`src/sv/slcd_pkg.sv`:
```
// types, constants and helpers shared by the stn lcd scan controller
// no dependencies; used by the scan timing unit, the checker and the top level

package slcd_pkg;

  localparam int ROWS_DEF          = 160;
  localparam int BYTES_PER_ROW_DEF = 20;

  localparam int CFG_IDX_W  = 3;
  localparam int CFG_DATA_W = 16;

  localparam logic [CFG_IDX_W-1:0] REG_CP_HIGH   = 3'd0;
  localparam logic [CFG_IDX_W-1:0] REG_CP_LOW    = 3'd1;
  localparam logic [CFG_IDX_W-1:0] REG_LP_HIGH   = 3'd2;
  localparam logic [CFG_IDX_W-1:0] REG_ROW_WAIT  = 3'd3;
  localparam logic [CFG_IDX_W-1:0] REG_DISP_EN   = 3'd4;

  localparam logic [7:0]  CP_HIGH_RST  = 8'd1;
  localparam logic [7:0]  CP_LOW_RST   = 8'd1;
  localparam logic [7:0]  LP_HIGH_RST  = 8'd1;
  localparam logic [15:0] ROW_WAIT_RST = 16'd2000;

  localparam logic OP_TICK  = 1'b0;
  localparam logic OP_WRITE = 1'b1;

  typedef enum logic [1:0] {
    PH_NIB_HIGH,
    PH_NIB_LOW,
    PH_LP_HIGH,
    PH_ROW_WAIT
  } phase_t;

  typedef struct packed {
    logic [7:0]  cp_high_ticks;
    logic [7:0]  cp_low_ticks;
    logic [7:0]  lp_high_ticks;
    logic [15:0] row_wait_ticks;
    logic        display_enable;
  } scan_cfg_t;

  // pin levels of the current scan state plus nibble fetch info
  typedef struct packed {
    logic       cp;
    logic       lp;
    logic       flm;
    logic       disp_on;
    logic [7:0] row;
    logic       nib_start;
    logic       nib_odd;
  } scan_view_t;

  function automatic logic [7:0] at_least_one(input logic [7:0] v);
    return (v == 8'd0) ? 8'd1 : v;
  endfunction

endpackage

```
`src/sv/slcd_scan.sv`:
```
// scan timing unit: phase, tick, nibble and row counters plus the flm level
// depends on slcd_pkg; instantiated by stn_lcd_scan_controller

module slcd_scan #(
  parameter int ROWS          = slcd_pkg::ROWS_DEF,
  parameter int BYTES_PER_ROW = slcd_pkg::BYTES_PER_ROW_DEF,
  parameter int ADDR_W        = $clog2(ROWS * BYTES_PER_ROW)
) (
  input  logic                  clk,
  input  logic                  rst,
  input  logic                  tick,
  input  slcd_pkg::scan_cfg_t   cfg,
  output slcd_pkg::scan_view_t  view,
  output logic [ADDR_W-1:0]     rd_addr
);

  localparam int ROW_W = $clog2(ROWS);
  localparam int NIB_W = $clog2(2 * BYTES_PER_ROW + 1);
  localparam logic [ROW_W-1:0]  LAST_ROW = ROW_W'(ROWS - 1);
  localparam logic [NIB_W-1:0]  NIBS     = NIB_W'(2 * BYTES_PER_ROW);
  localparam logic [ADDR_W-1:0] BPR_A    = ADDR_W'(BYTES_PER_ROW);

  slcd_pkg::phase_t  phase, phase_next;
  logic [ROW_W-1:0]  row_count, row_count_next;
  logic [NIB_W-1:0]  nibble_count, nibble_count_next;
  logic [15:0]       tick_count, tick_count_next;
  logic              flm_level, flm_level_next;

  logic [16:0]       tick_inc;
  logic [NIB_W-1:0]  nib_inc;
  logic [ROW_W-1:0]  row_inc;

  always_ff @(posedge clk) begin
    if (rst) begin
      phase        <= slcd_pkg::PH_NIB_HIGH;
      row_count    <= '0;
      nibble_count <= '0;
      tick_count   <= '0;
      flm_level    <= 1'b0;
    end else begin
      phase        <= phase_next;
      row_count    <= row_count_next;
      nibble_count <= nibble_count_next;
      tick_count   <= tick_count_next;
      flm_level    <= flm_level_next;
    end
  end

  always_comb begin
    tick_inc          = {1'b0, tick_count} + 17'd1;
    nib_inc           = nibble_count + NIB_W'(1);
    row_inc           = (row_count == LAST_ROW) ? '0 : row_count + ROW_W'(1);
    phase_next        = phase;
    row_count_next    = row_count;
    nibble_count_next = nibble_count;
    tick_count_next   = tick_count;
    flm_level_next    = flm_level;
    if (tick) begin
      tick_count_next = tick_inc[15:0];
      case (phase)
        slcd_pkg::PH_NIB_HIGH: begin
          if (tick_inc >= {9'd0, slcd_pkg::at_least_one(cfg.cp_high_ticks)}) begin
            phase_next      = slcd_pkg::PH_NIB_LOW;
            tick_count_next = '0;
          end
        end
        slcd_pkg::PH_NIB_LOW: begin
          if (tick_inc >= {9'd0, slcd_pkg::at_least_one(cfg.cp_low_ticks)}) begin
            tick_count_next   = '0;
            nibble_count_next = nib_inc;
            phase_next        = (nib_inc >= NIBS) ? slcd_pkg::PH_LP_HIGH
                                                  : slcd_pkg::PH_NIB_HIGH;
          end
        end
        slcd_pkg::PH_LP_HIGH: begin
          if (tick_inc >= {9'd0, slcd_pkg::at_least_one(cfg.lp_high_ticks)}) begin
            if (row_count == '0) begin
              flm_level_next = 1'b1;
            end else if (row_count == ROW_W'(1)) begin
              flm_level_next = 1'b0;
            end
            tick_count_next = '0;
            if (cfg.row_wait_ticks == 16'd0) begin
              row_count_next    = row_inc;
              nibble_count_next = '0;
              phase_next        = slcd_pkg::PH_NIB_HIGH;
            end else begin
              phase_next = slcd_pkg::PH_ROW_WAIT;
            end
          end
        end
        default: begin
          if (tick_inc >= {1'b0, cfg.row_wait_ticks}) begin
            row_count_next    = row_inc;
            nibble_count_next = '0;
            phase_next        = slcd_pkg::PH_NIB_HIGH;
            tick_count_next   = '0;
          end
        end
      endcase
    end
  end

  always_comb begin
    view.cp        = cfg.display_enable && (phase == slcd_pkg::PH_NIB_HIGH);
    view.lp        = cfg.display_enable && (phase == slcd_pkg::PH_LP_HIGH);
    view.flm       = flm_level;
    view.disp_on   = cfg.display_enable;
    view.row       = 8'(row_count);
    view.nib_start = (phase == slcd_pkg::PH_NIB_HIGH) && (tick_count == 16'd0);
    view.nib_odd   = nibble_count[0];
    rd_addr        = ADDR_W'(row_count) * BPR_A + ADDR_W'(nibble_count >> 1);
  end

endmodule

```
`config.mk`:
```
export PLATFORM = sky130hd
export DESIGN_NAME = slcd_scan
export DESIGN_NICKNAME = d
export VERILOG_FILES = /design/src/sv/slcd_pkg.sv /design/src/sv/slcd_scan.sv
export SDC_FILE = /design/constraint.sdc
export NUM_CORES = 1
export LEC_CHECK = 0
export ABC_AREA = 1
export CAP_MARGIN = 20
export CORE_UTILIZATION = 55
export CTS_CLUSTER_SIZE = 14
export DETAILED_ROUTE_END_ITERATION = 10
export DONT_BUFFER_PORTS = 1
export GPL_ROUTABILITY_DRIVEN = 0
export PLACE_DENSITY = 0.82
export RECOVER_POWER = 25
export SLEW_MARGIN = 10
export SYNTH_ARGS = -nofsm -noshare
export SYNTH_HDL_FRONTEND = slang
export SYNTH_SLANG_ARGS = --single-unit
```
`constraint.sdc`:
```
create_clock -name clk -period 3.4 [get_ports clk]
set_input_delay 0.68 -clock clk [delete_from_list [all_inputs] [get_ports clk]]
set_output_delay 0.68 -clock clk [all_outputs]
set_load 0.01 [all_outputs]
```
Word level (Yosys, flattened, before mapping):

Index checks and enable logic that the tools add are counted.

* output and inout bits: 26
* flip-flop bits (word level): 33

* $add $sub $neg: 4
* reductions and logical operators: 19
* equal/unequal tests: 8
* mux-type cells: 27
* magnitude comparators: 5
* bitwise operators: 2
* multipliers: 1

Operator list (number)
* 16-bit two-way mux: 4
* 8-bit two-way mux: 7
* 17-bit by 8-bit greater-or-equal comparator with 1-bit output: 3
* 16-bit case mux with 3 select lines: 1
* 16-bit zero test: 2
* 8-bit zero test: 4
* 6-bit two-way mux: 4
* 6-bit case mux with 3 select lines: 1
* 16-bit by 1-bit adder with 17-bit output, second input constant: 1
* 17-bit by 16-bit greater-or-equal comparator with 1-bit output: 1
* 8-bit case mux with 2 select lines: 1
* 12-bit by 5-bit adder with 12-bit output: 1
* 2-bit two-way mux: 6
* 8-bit by 3-bit multiplier with 10-bit output, second input constant: 1
* 5-bit AND reduction: 2
* 8-bit by 1-bit adder with 8-bit output, second input constant: 1
* 8-bit by 1-bit == test with 1-bit output, second input constant: 1
* 8-bit == test, second input constant: 1
* 2-bit != test, second input constant: 4
* 6-bit by 1-bit adder with 6-bit output, second input constant: 1
* 6-bit greater-or-equal comparator, second input constant: 1
* 2-bit case mux with 3 select lines: 1
* 6-bit AND reduction: 1
* 4-bit AND reduction: 1
* 10 further kinds: 15

Logic depth before layout (Yosys ltp):

Gate-level depths: netlist of run 1.

* depth in word-level cells: 5
* mapped depth: 22

Worst setup path before layout of run 1:

OpenSTA, ideal clock, no wires.

* kind: register to output
* start: register row_count[3]
* end: output rd_addr[11]
* buffers on the path: 0
* stages on the path, launching flop included: 10
* path slack: 504 ps
* arrival time: 2216 ps
* cell sequence: dfxtp_1 -> ha_1 -> ha_1 -> inv_1 -> fa_1 -> nor3_1 -> nand3b_1 -> nor2_1 -> nand2_1 -> xnor2_1

* word-level cells in the longest chain between the ends: 2

RTL lines
* from (decl): line slcd_scan.sv:24 `logic [ROW_W-1:0] row_count, row_count_next;`
* from (signal assigned): line slcd_scan.sv:42 `row_count <= row_count_next;`
* 8-bit by 3-bit multiplier with 10-bit output: line slcd_scan.sv:112 `rd_addr = ADDR_W'(row_count) * BPR_A + ADDR_W'(nibble_count >> 1);`
* 12-bit by 5-bit adder with 12-bit output: line slcd_scan.sv:112
* to (decl): line slcd_scan.sv:14 `output logic [ADDR_W-1:0] rd_addr`

Every way passes these cells.

Final worst setup path of run 1:

* start: register row_count[3]
* end: output rd_addr[10]

The elaborated chain is that of the path after synthesis.

==> run_results.csv, run 1 <==
group,metric,value,unit
critical_path,startpoint,"row_count[3]",
power_and_ir_drop,power_density,260,nW/um2
drt,drt_wl_total,10300,um
yosys,synth_cell_types,42,
die,start_util,0.567,
drt,drtIter0Drc,280,
drt,top_layer_used,"met4",
yosys,yosysTopAreaCellShare,0.184,
placement,hpwl,8230,um
drt,met3_length,739,um
die,rows,31,
clocking,path_clk_slew,0.07,ns
global_routing,antenna_found_initial,0,
clocking,cts_tree,"done",
sta,rsz0062_at_grt,"true",
sta,skew,0.0138,ns
power_and_ir_drop,irDropWorstVdd,0.215,mV
die,ios,70,
sta,relSlewSlack,0.664,
finish,fillers,704,
clocking,cts_buffers,5,
yosys,ys_top_cells_by_area,"ha_1, dfxtp_1, nand2_1",
finish,n_antenna_cell,0,
min_path,hp-start,"rst",
clocking,clk_latency,0.29,ns
drt,postRouteAntennaNets,0,
finish,nNetsFinal,755,
drt,drt-wirelength-per-cell,13.7,um
global_routing,globalRouteOverflowTotal,0,
yosys,synth_ff_type,"dfxtp_1",
critical_path,cp.required,2.72,ns
yosys,avgSynthCellArea,6.30,um2
drt,wl_met2,4850,um
critical_path,crit_fanout,7,
yosys,synth_edf_count,0,
die,die-width,88.2,um
critical_path,start_kind,"flip-flop",
drt,avgViaCountPerCell,5.58,
global_routing,grt_max_degree,26,
global_routing,grtUsageTotal,0.270,
clocking,cts_hold_buf,0,
critical_path,cp.arrival,2.57,ns
yosys,synth_most_common_cell,"nand2_1",
yosys,synthCells,649,
finish,syn_to_final_growth,5.69,%
critical_path,cp-end-kind,"output pin",
sta,post-route-period-util,0.955,
yosys,ys_seq_elements,33,
sta,fin_crit,3.25,ns
run_status,status,"completed",
die,die_area,7780,um2
drt,vias,4183,
power_and_ir_drop,power.leakage,2.23,nW
global_routing,grt_pass1_vias,3917,
clocking,clock_path_buffers,2,
yosys,synthArstFlopShare,0,
finish,final_util,0.599,
yosys,yosysSeqAreaShare,0.162,
drt,wl_met1,4440,um
sta,worst_slack,0.154,ns
yosys,netlist_top_cells_count,"nand2_1, inv_1, nor2_1, ha_1, nand3_1",
sta,slew_viol_final,0,
placement,portBuffers,0,
yosys,syn_area,4090,um2
drt,first_pass_iters,5,
sta,worst_pin_slew,0.499,ns
critical_path,critPathKind,"flip-flop to output pin",
clocking,clkSinkCount,33,
sta,setup_violations,0,
yosys,syn_nets,755,
critical_path,rr_startpoint,"tick_count[1]",
yosys,yosysTopAreaCell,"ha_1",
finish,drive_gt1_frac,0.0662,
die,core-area,7210,um2
sta,clock.fmax,308,MHz
yosys,yosysWarnings,0,
min_path,hold_class,"input pin to flip-flop",
drt,drc_errors,0,
sta,hold_violations,0,
clocking,ctsHtreeMaxLevel,2,
die,die_h,88.2,um
global_routing,grt_pass1_wl,16700,um
placement,place_ws,0.144,ns
run,drv_cap,0,
clocking,cts_root_buffer,"clkbuf_8",
-- repair_timing --
| action | in CTS | in global routing |
|---|---|---|
| gates resized for setup | 1 | 6 |
| cloned | 0 | 0 |
| setup endpoints to repair | 1 | 32 |
| setup buffers | 0 | 0 |
| pin swaps | 0 | 0 |
-- critical path, cell delays in order (launching register included) --
cell	delay [ns]
dfxtp_2	0.38
ha_1	0.29
ha_1	0.17
inv_1	0.06
fa_1	0.39
nand3b_1	0.16
and2_1	0.18
xor2_1	0.17
nor3_1	0.20
xor2_1	0.28
-- final timing paths --
kind	endpoint	slack, ns	depth (start not counted)
setup / recovery	rd_addr[10]	0.15	9
hold / removal	row_count[3]	0.44	1
setup reg to reg	tick_count[8]	0.26	18
hold reg to reg	tick_count[1]	0.53	2
-- flip-flops by register name, summed over array words and instances, names as in the netlist --
signal,cells
flm_level,1
nibble_count,6
phase,2
row_count,8
tick_count,16
-- power by group --
part	leakage (nW)	switching, mW	internal, mW	total [mW]
Sequential	0.268	0.0259	0.405	0.430
Combinational	1.90	0.190	0.112	0.301
Clock	0.0585	0.154	0.239	0.393
-- logic make-up after synthesis --
family                   after synthesis  share of synthesized area
AO/OA/AOI/OAI                         80                      0.108
XOR/XNOR                              22                     0.0471
adder cells (fa/ha/maj)               62                      0.193
buffers and inverters                123                      0.123
flip-flops                            33                      0.162
AND/OR/NAND/NOR                      329                      0.367
-- cell type report --
class / count / area (um2) / area share
timing repair buffer: 11 / 75.1 / 0.0174
sequential: 33 / 664 / 0.154
multi-input combinational: 493 / 2950 / 0.682
clock inverter: 1 / 30.0 / 0.00695
clock buffer: 7 / 86.3 / 0.0200
inverter: 105 / 394 / 0.0912
tap: 99 / 124 / 0.0287
-- layer usage --
metal / GRT usage / vias up
li1: - / 2128
met1: 0.329 / 1889
met2: 0.450 / 142
met3: 0.0746 / 24
met4: 0.107 / 0
met5: 0 / -
-- stage by stage --
step                      power, mW  hold WS (ns)  setup TNS [ns]  instance area, um2  std cells
after floorplan               0.678         0.479               0                4090        649
after global placement        0.725         0.493               0                4190        741
after detailed placement      0.736         0.514               0                4190        741
after CTS                      1.13         0.437               0                4300        749
after global routing           1.19         0.431         -0.0211                4320        749
final                          1.13         0.440               0                4320        749
-- cell usage in the layout (no fill, tap or decap), types with 4 or more instances in the layout --
cell      count
a21oi_1      49
or2_2         4
nand3_1      57
nor3_1        8
xnor2_1       5
inv_1       103
dfxtp_1      30
xor2_1       16
nand2_2       4
buf_4         9
ha_1         60
nand3b_1      6
nand2_1     125
o21ai_0      15
clkbuf_8      6
nor2_2        4
nor2_1       82
nand4_1      19
nor4_1        8
Note: power is estimated with default switching activity, not from simulation.
==> run 2, diff against run 1 <==
- CORE_ASPECT_RATIO: default -> 1.1
==> run_results.csv, run 2 (synthesized netlist as in run 1, its figures left out) <==
group,metric,value,unit
min_path,hold_class,"input pin to flip-flop",
critical_path,cp-end-kind,"flip-flop",
finish,fillers,663,
critical_path,cp.arrival,3.42,ns
drt,first_pass_iters,8,
critical_path,cp.required,3.58,ns
placement,portBuffers,0,
global_routing,grt_max_degree,26,
min_path,min_path_cells,1,
power_and_ir_drop,finalPower,1.03,mW
global_routing,grt_pass1_wl,16500,um
critical_path,reg2reg_to,"row_count[1]",
drt,postRouteAntennaNets,0,
finish,seqCellArea,669,um2
power_and_ir_drop,internal_power,0.656,mW
clocking,cts_buffers,5,
sta,fin_crit,3.25,ns
die,die_h,92.4,um
die,start_util,0.577,
finish,final_cell_mix,"nand2_1, inv_1, nor2_1",
power_and_ir_drop,irDropWorstVdd,0.276,mV
global_routing,globalRouteOverflowTotal,0,
sta,hold_violations,0,
finish,multi_input_area,2970,um2
global_routing,grtUsageTotal,0.255,
global_routing,grt_pass1_vias,3822,
critical_path,worstPathCellList,"ha_1, nand2_1, nor2_2, or2_2, nand2_1, inv_1, ha_1, nand2_1, nor2_1, nor3b_1, nand4_1, nor3_2, nor2_4, nand3_2, nand2_4, o21ai_0, nor2_1",
clocking,clkSinkCount,33,
critical_path,critPathKind,"flip-flop to flip-flop",
min_path,hp-start,"rst",
sta,clock.fmax,308,MHz
finish,syn_to_final_growth,5.20,%
finish,n_antenna_cell,0,
finish,layoutNonFillerInstCount,735,
critical_path,cp_slowest_cell,"dfxtp_2",
critical_path,cpMostUsedCell,"nand2_1",
sta,skew,0.00911,ns
min_path,holdPathEnd,"tick_count[3]",
clocking,clk_latency,0.29,ns
sta,setup_violations,0,
sta,worst_slack,0.155,ns
power_and_ir_drop,seqPwrFrac,0.418,
power_and_ir_drop,clkPwrFrac,0.286,
drt,drtIter0Drc,382,
finish,largest_register_ff_count,16,
finish,regMostFlops,"tick_count",
finish,drive_gt1_frac,0.0785,
critical_path,start_kind,"flip-flop",
finish,reg_top3,"tick_count x16, row_count x8, nibble_count x6",
clocking,cts_tree,"done",
placement,placed_cells,725,
die,core-area,7090,um2
critical_path,rr_startpoint,"tick_count[1]",
drt,drt_wl_total,10300,um
critical_path,r2r_setup_slack,0.15,ns
drt,avgViaCountPerCell,5.76,
power_and_ir_drop,power_density,240,nW/um2
power_and_ir_drop,p_comb_frac,0.297,
finish,fin_area,4300,um2
clocking,clock_path_buffers,2,
critical_path,cp_slowest_stage_delay,0.35,ns
placement,placed_cell_area,4150,um2
drt,vias,4232,
finish,layout_commonest_cell,"nand2_1",
power_and_ir_drop,p_sw_frac,0.363,
clocking,ctsHtreeMaxLevel,2,
sta,relSlewSlack,0.676,
drt,drt-wirelength-per-cell,14.1,um
placement,place_ws,0.135,ns
sta,post-route-period-util,0.954,
clocking,cts_root_buffer,"clkbuf_8",
clocking,path_clk_slew,0.08,ns
placement,hpwl,8310,um
critical_path,reg2reg_depth,17,
sta,slew_viol_final,0,
run_status,violations,"DRC",
run_status,status,"finished with violations",
die,die-width,84.2,um
sta,hold_slack,0.451,ns
die,die_area,7780,um2
die,ios,70,
sta,worst_pin_slew,0.479,ns
run,drv_cap,0,
die,rows,32,
finish,nNetsFinal,755,
global_routing,antenna_found_initial,0,
drt,drc_errors,14,
critical_path,crit_fanout,12,
power_and_ir_drop,power.leakage,2.24,nW
power_and_ir_drop,net-switching-power,0.374,mW
## run 2: cell count changes in the layout (fill, tap and decap cells not counted), moves of 2 or more
cell / delta
clkbuf_1: -2
clkinv_2: +2
dfxtp_1: -2
xnor2_1: -2
xnor2_2: +2
## run 2: worst max-delay path, delay by kind of cell (launching register included)
| family | cells | cell delay (ns) |
|---|---|---|
| adder cells (fa/ha/maj) | 2 | 0.53 |
| AND/OR/NAND/NOR | 13 | 1.91 |
| AO/OA/AOI/OAI | 1 | 0.21 |
| flip-flops | 1 | 0.35 |
| buffers and inverters | 1 | 0.13 |
## run 2: cell type report
type	count	area share
flip-flops and latches	33	0.156
well taps	85	0.0247
clock inverters	3	0.00407
multi-input cells	493	0.690
clock buffers	5	0.0160
inverters	105	0.0916
repair buffers	11	0.0183
## run 2: timing repair
item | 4_1_cts | 5_1_grt
setup endpoints to repair | 0 | 32
gates resized for setup | 0 | 14
setup buffers | 0 | 2
hold buffers | 0 | 0
## run 2: stage by stage
step | util | TNS [ns]
2_1_floorplan | - | 0
3_3_place_gp | 0.586 | 0
3_5_place_dp | 0.586 | 0
4_1_cts | 0.598 | 0
5_1_grt | 0.607 | -0.0124
6_report | 0.607 | 0
## run 2: how the worst max path moves through the flow
stage / startpoint / endpoint / slack, ns / cells after the start
3_5_place_dp: tick_count[1] / row_count[1] / 0.13 / 19
4_1_cts: row_count[2] / rd_addr[11] / 0.008 / 12
5_1_grt: tick_count[1] / row_count[0] / -0.01 / 17
6_report: tick_count[1] / row_count[1] / 0.15 / 17
2_1_floorplan: row_count[3] / rd_addr[11] / 0.50 / 9
3_3_place_gp: tick_count[1] / tick_count[3] / 0.31 / 19
## run 2: power by group through the flow
stage                     clock, mW  sequential, mW  combinational, mW
after floorplan                   0           0.432              0.247
after global placement            0           0.437              0.288
after detailed placement          0           0.439              0.303
after CTS                     0.296           0.430              0.304
after global routing          0.309           0.432              0.341
final                         0.294           0.431              0.306
## run 2: layer usage
metal	track usage	up-vias	share of wire
li1	-	2126	-
met1	0.313	1908	0.43
met2	0.467	171	0.48
met3	0.0330	27	0.068
met4	0.0647	0	0.017
met5	0	-	0
==> run 3, diff against run 2 <==
- PLACE_DENSITY: 0.82 -> default
- PLACE_DENSITY_LB_ADDON: default -> 0.1
==> run_results.csv, run 3 (synthesized netlist as in run 1, its figures left out) <==
group,metric,value,unit
run_status,status,"finished with violations",
run_status,violations,"DRC",
power_and_ir_drop,clkPwrFrac,0.271,
drt,drtIter0Drc,272,
power_and_ir_drop,net-switching-power,0.358,mW
critical_path,critPathKind,"flip-flop to output pin",
die,rows,32,
die,die_h,92.4,um
critical_path,rr_startpoint,"tick_count[1]",
power_and_ir_drop,finalPower,1.01,mW
finish,drive_gt1_frac,0.0634,
die,ios,70,
power_and_ir_drop,irDropWorstVdd,0.200,mV
critical_path,crit_fanout,7,
global_routing,grt_max_degree,26,
critical_path,cp.arrival,2.58,ns
critical_path,cp_slowest_stage_delay,0.39,ns
min_path,hold_class,"input pin to flip-flop",
placement,portBuffers,0,
drt,drt_wl_total,10200,um
finish,seqCellArea,664,um2
clocking,cts_root_buffer,"clkbuf_8",
finish,final_cell_mix,"nand2_1, inv_1, nor2_1",
sta,clock.fmax,307,MHz
finish,syn_to_final_growth,4.10,%
power_and_ir_drop,internal_power,0.651,mW
drt,first_pass_iters,8,
run,drv_cap,0,
sta,setup_violations,0,
die,die-width,84.2,um
drt,avgViaCountPerCell,5.69,
finish,multi_input_area,2950,um2
finish,nNetsFinal,754,
drt,vias,4162,
sta,rsz0062_at_grt,"false",
finish,fin_area,4260,um2
die,core-area,7090,um2
sta,fin_crit,3.26,ns
critical_path,worstPathCellList,"ha_1, ha_1, inv_1, fa_1, nand3b_1, and2_1, inv_1, a21oi_1, nor2_1, nor2_1, xnor2_1, xnor2_1",
finish,largest_register_ff_count,16,
critical_path,cp-end-kind,"output pin",
clocking,post_cts_buffers,0,
global_routing,grtUsageTotal,0.271,
critical_path,cp.required,2.72,ns
placement,hpwl,8330,um
global_routing,grt_pass1_wl,17300,um
sta,worst_pin_slew,0.500,ns
die,start_util,0.577,
clocking,clock_path_buffers,2,
sta,fin_setup_tns,0,ns
power_and_ir_drop,p_sw_frac,0.355,
drt,drc_errors,13,
sta,post-route-period-util,0.958,
finish,layout_commonest_cell,"nand2_1",
drt,postRouteAntennaNets,0,
critical_path,cp_slowest_cell,"fa_1",
power_and_ir_drop,power_density,237,nW/um2
global_routing,grt_pass1_vias,4008,
clocking,path_clk_slew,0.06,ns
placement,placed_cell_area,4160,um2
power_and_ir_drop,seqPwrFrac,0.425,
critical_path,startpoint,"row_count[3]",
clocking,clk_latency,0.28,ns
global_routing,antenna_found_initial,0,
clocking,cts_buffers,5,
global_routing,globalRouteOverflowTotal,0,
critical_path,start_kind,"flip-flop",
clocking,cts_hold_buf,0,
die,die_area,7780,um2
critical_path,reg2reg_depth,19,
clocking,clkSinkCount,33,
power_and_ir_drop,power.leakage,2.20,nW
drt,drt-wirelength-per-cell,13.9,um
finish,layoutNonFillerInstCount,732,
sta,slew_viol_final,0,
finish,regMostFlops,"tick_count",
critical_path,r2r_setup_slack,0.30,ns
placement,placed_cells,726,
clocking,cts_tree,"done",
sta,relSlewSlack,0.662,
finish,fillers,719,
power_and_ir_drop,p_comb_frac,0.304,
critical_path,endpoint,"rd_addr[11]",
sta,hold_violations,0,
clocking,ctsHtreeMaxLevel,2,
critical_path,reg2reg_to,"tick_count[11]",
finish,reg_top3,"tick_count x16, row_count x8, nibble_count x6",
sta,hold_slack,0.457,ns
sta,skew,0.00617,ns
finish,n_antenna_cell,0,
run 3: area by class of cell:
cell class                      instances  share of cell area
Clock buffer                            5              0.0162
Clock inverter                          1             0.00118
Inverter                              105              0.0926
Multi-Input combinational cell        493               0.693
Sequential cell                        33               0.156
Tap cell                               85              0.0250
Timing Repair Buffer                   10              0.0159
run 3: worst min-delay path by stage:
stage,from,end,slack [ns],depth (start not counted)
after floorplan,tick_count[6],tick_count[6],0.48,2
after global placement,tick_count[1],tick_count[1],0.50,2
after detailed placement,tick_count[1],tick_count[1],0.52,2
after CTS,rst,row_count[3],0.45,1
after global routing,rst,row_count[3],0.45,1
final,rst,row_count[3],0.46,1
run 3: metrics by stage:
stage,utilization,setup WS (ns)
after CTS,0.598,0.0337
after global routing,0.600,0.00273
after global placement,0.587,0.266
after floorplan,-,0.504
final,0.600,0.144
after detailed placement,0.587,0.173
run 3: what timing repair did:
| item | in CTS | in global routing |
|---|---|---|
| pin swaps | 0 | 0 |
| resized for setup | 1 | 7 |
| endpoints found under the setup margin | 1 | 12 |
run 3: worst max-delay path, delay by kind of cell, from the launching register on:
kind	cells	cell delay, ns
and+or+nand+nor	4	0.52
DFF	1	0.38
xor gates and xnor gates	2	0.39
adders and majority gates	3	0.84
AOI/OAI and AO/OA	1	0.05
buffers and inverters	2	0.10
run 3: power groups by stage:
stage	Combinational (mW)	Clock, mW	Sequential (mW)
detailed placement	0.304	0	0.438
CTS	0.306	0.277	0.429
finish	0.307	0.273	0.428
global placement	0.295	0	0.437
floorplan	0.247	0	0.432
global route	0.353	0.294	0.431
run 3: metal layers:
metal | global-route usage | up-vias | wire length (um)
met5 | 0 | - | 0
met4 | 0.0833 | 0 | 210
met3 | 0.0365 | 18 | 483
met2 | 0.509 | 116 | 5000
met1 | 0.318 | 1910 | 4510
li1 | - | 2118 | -
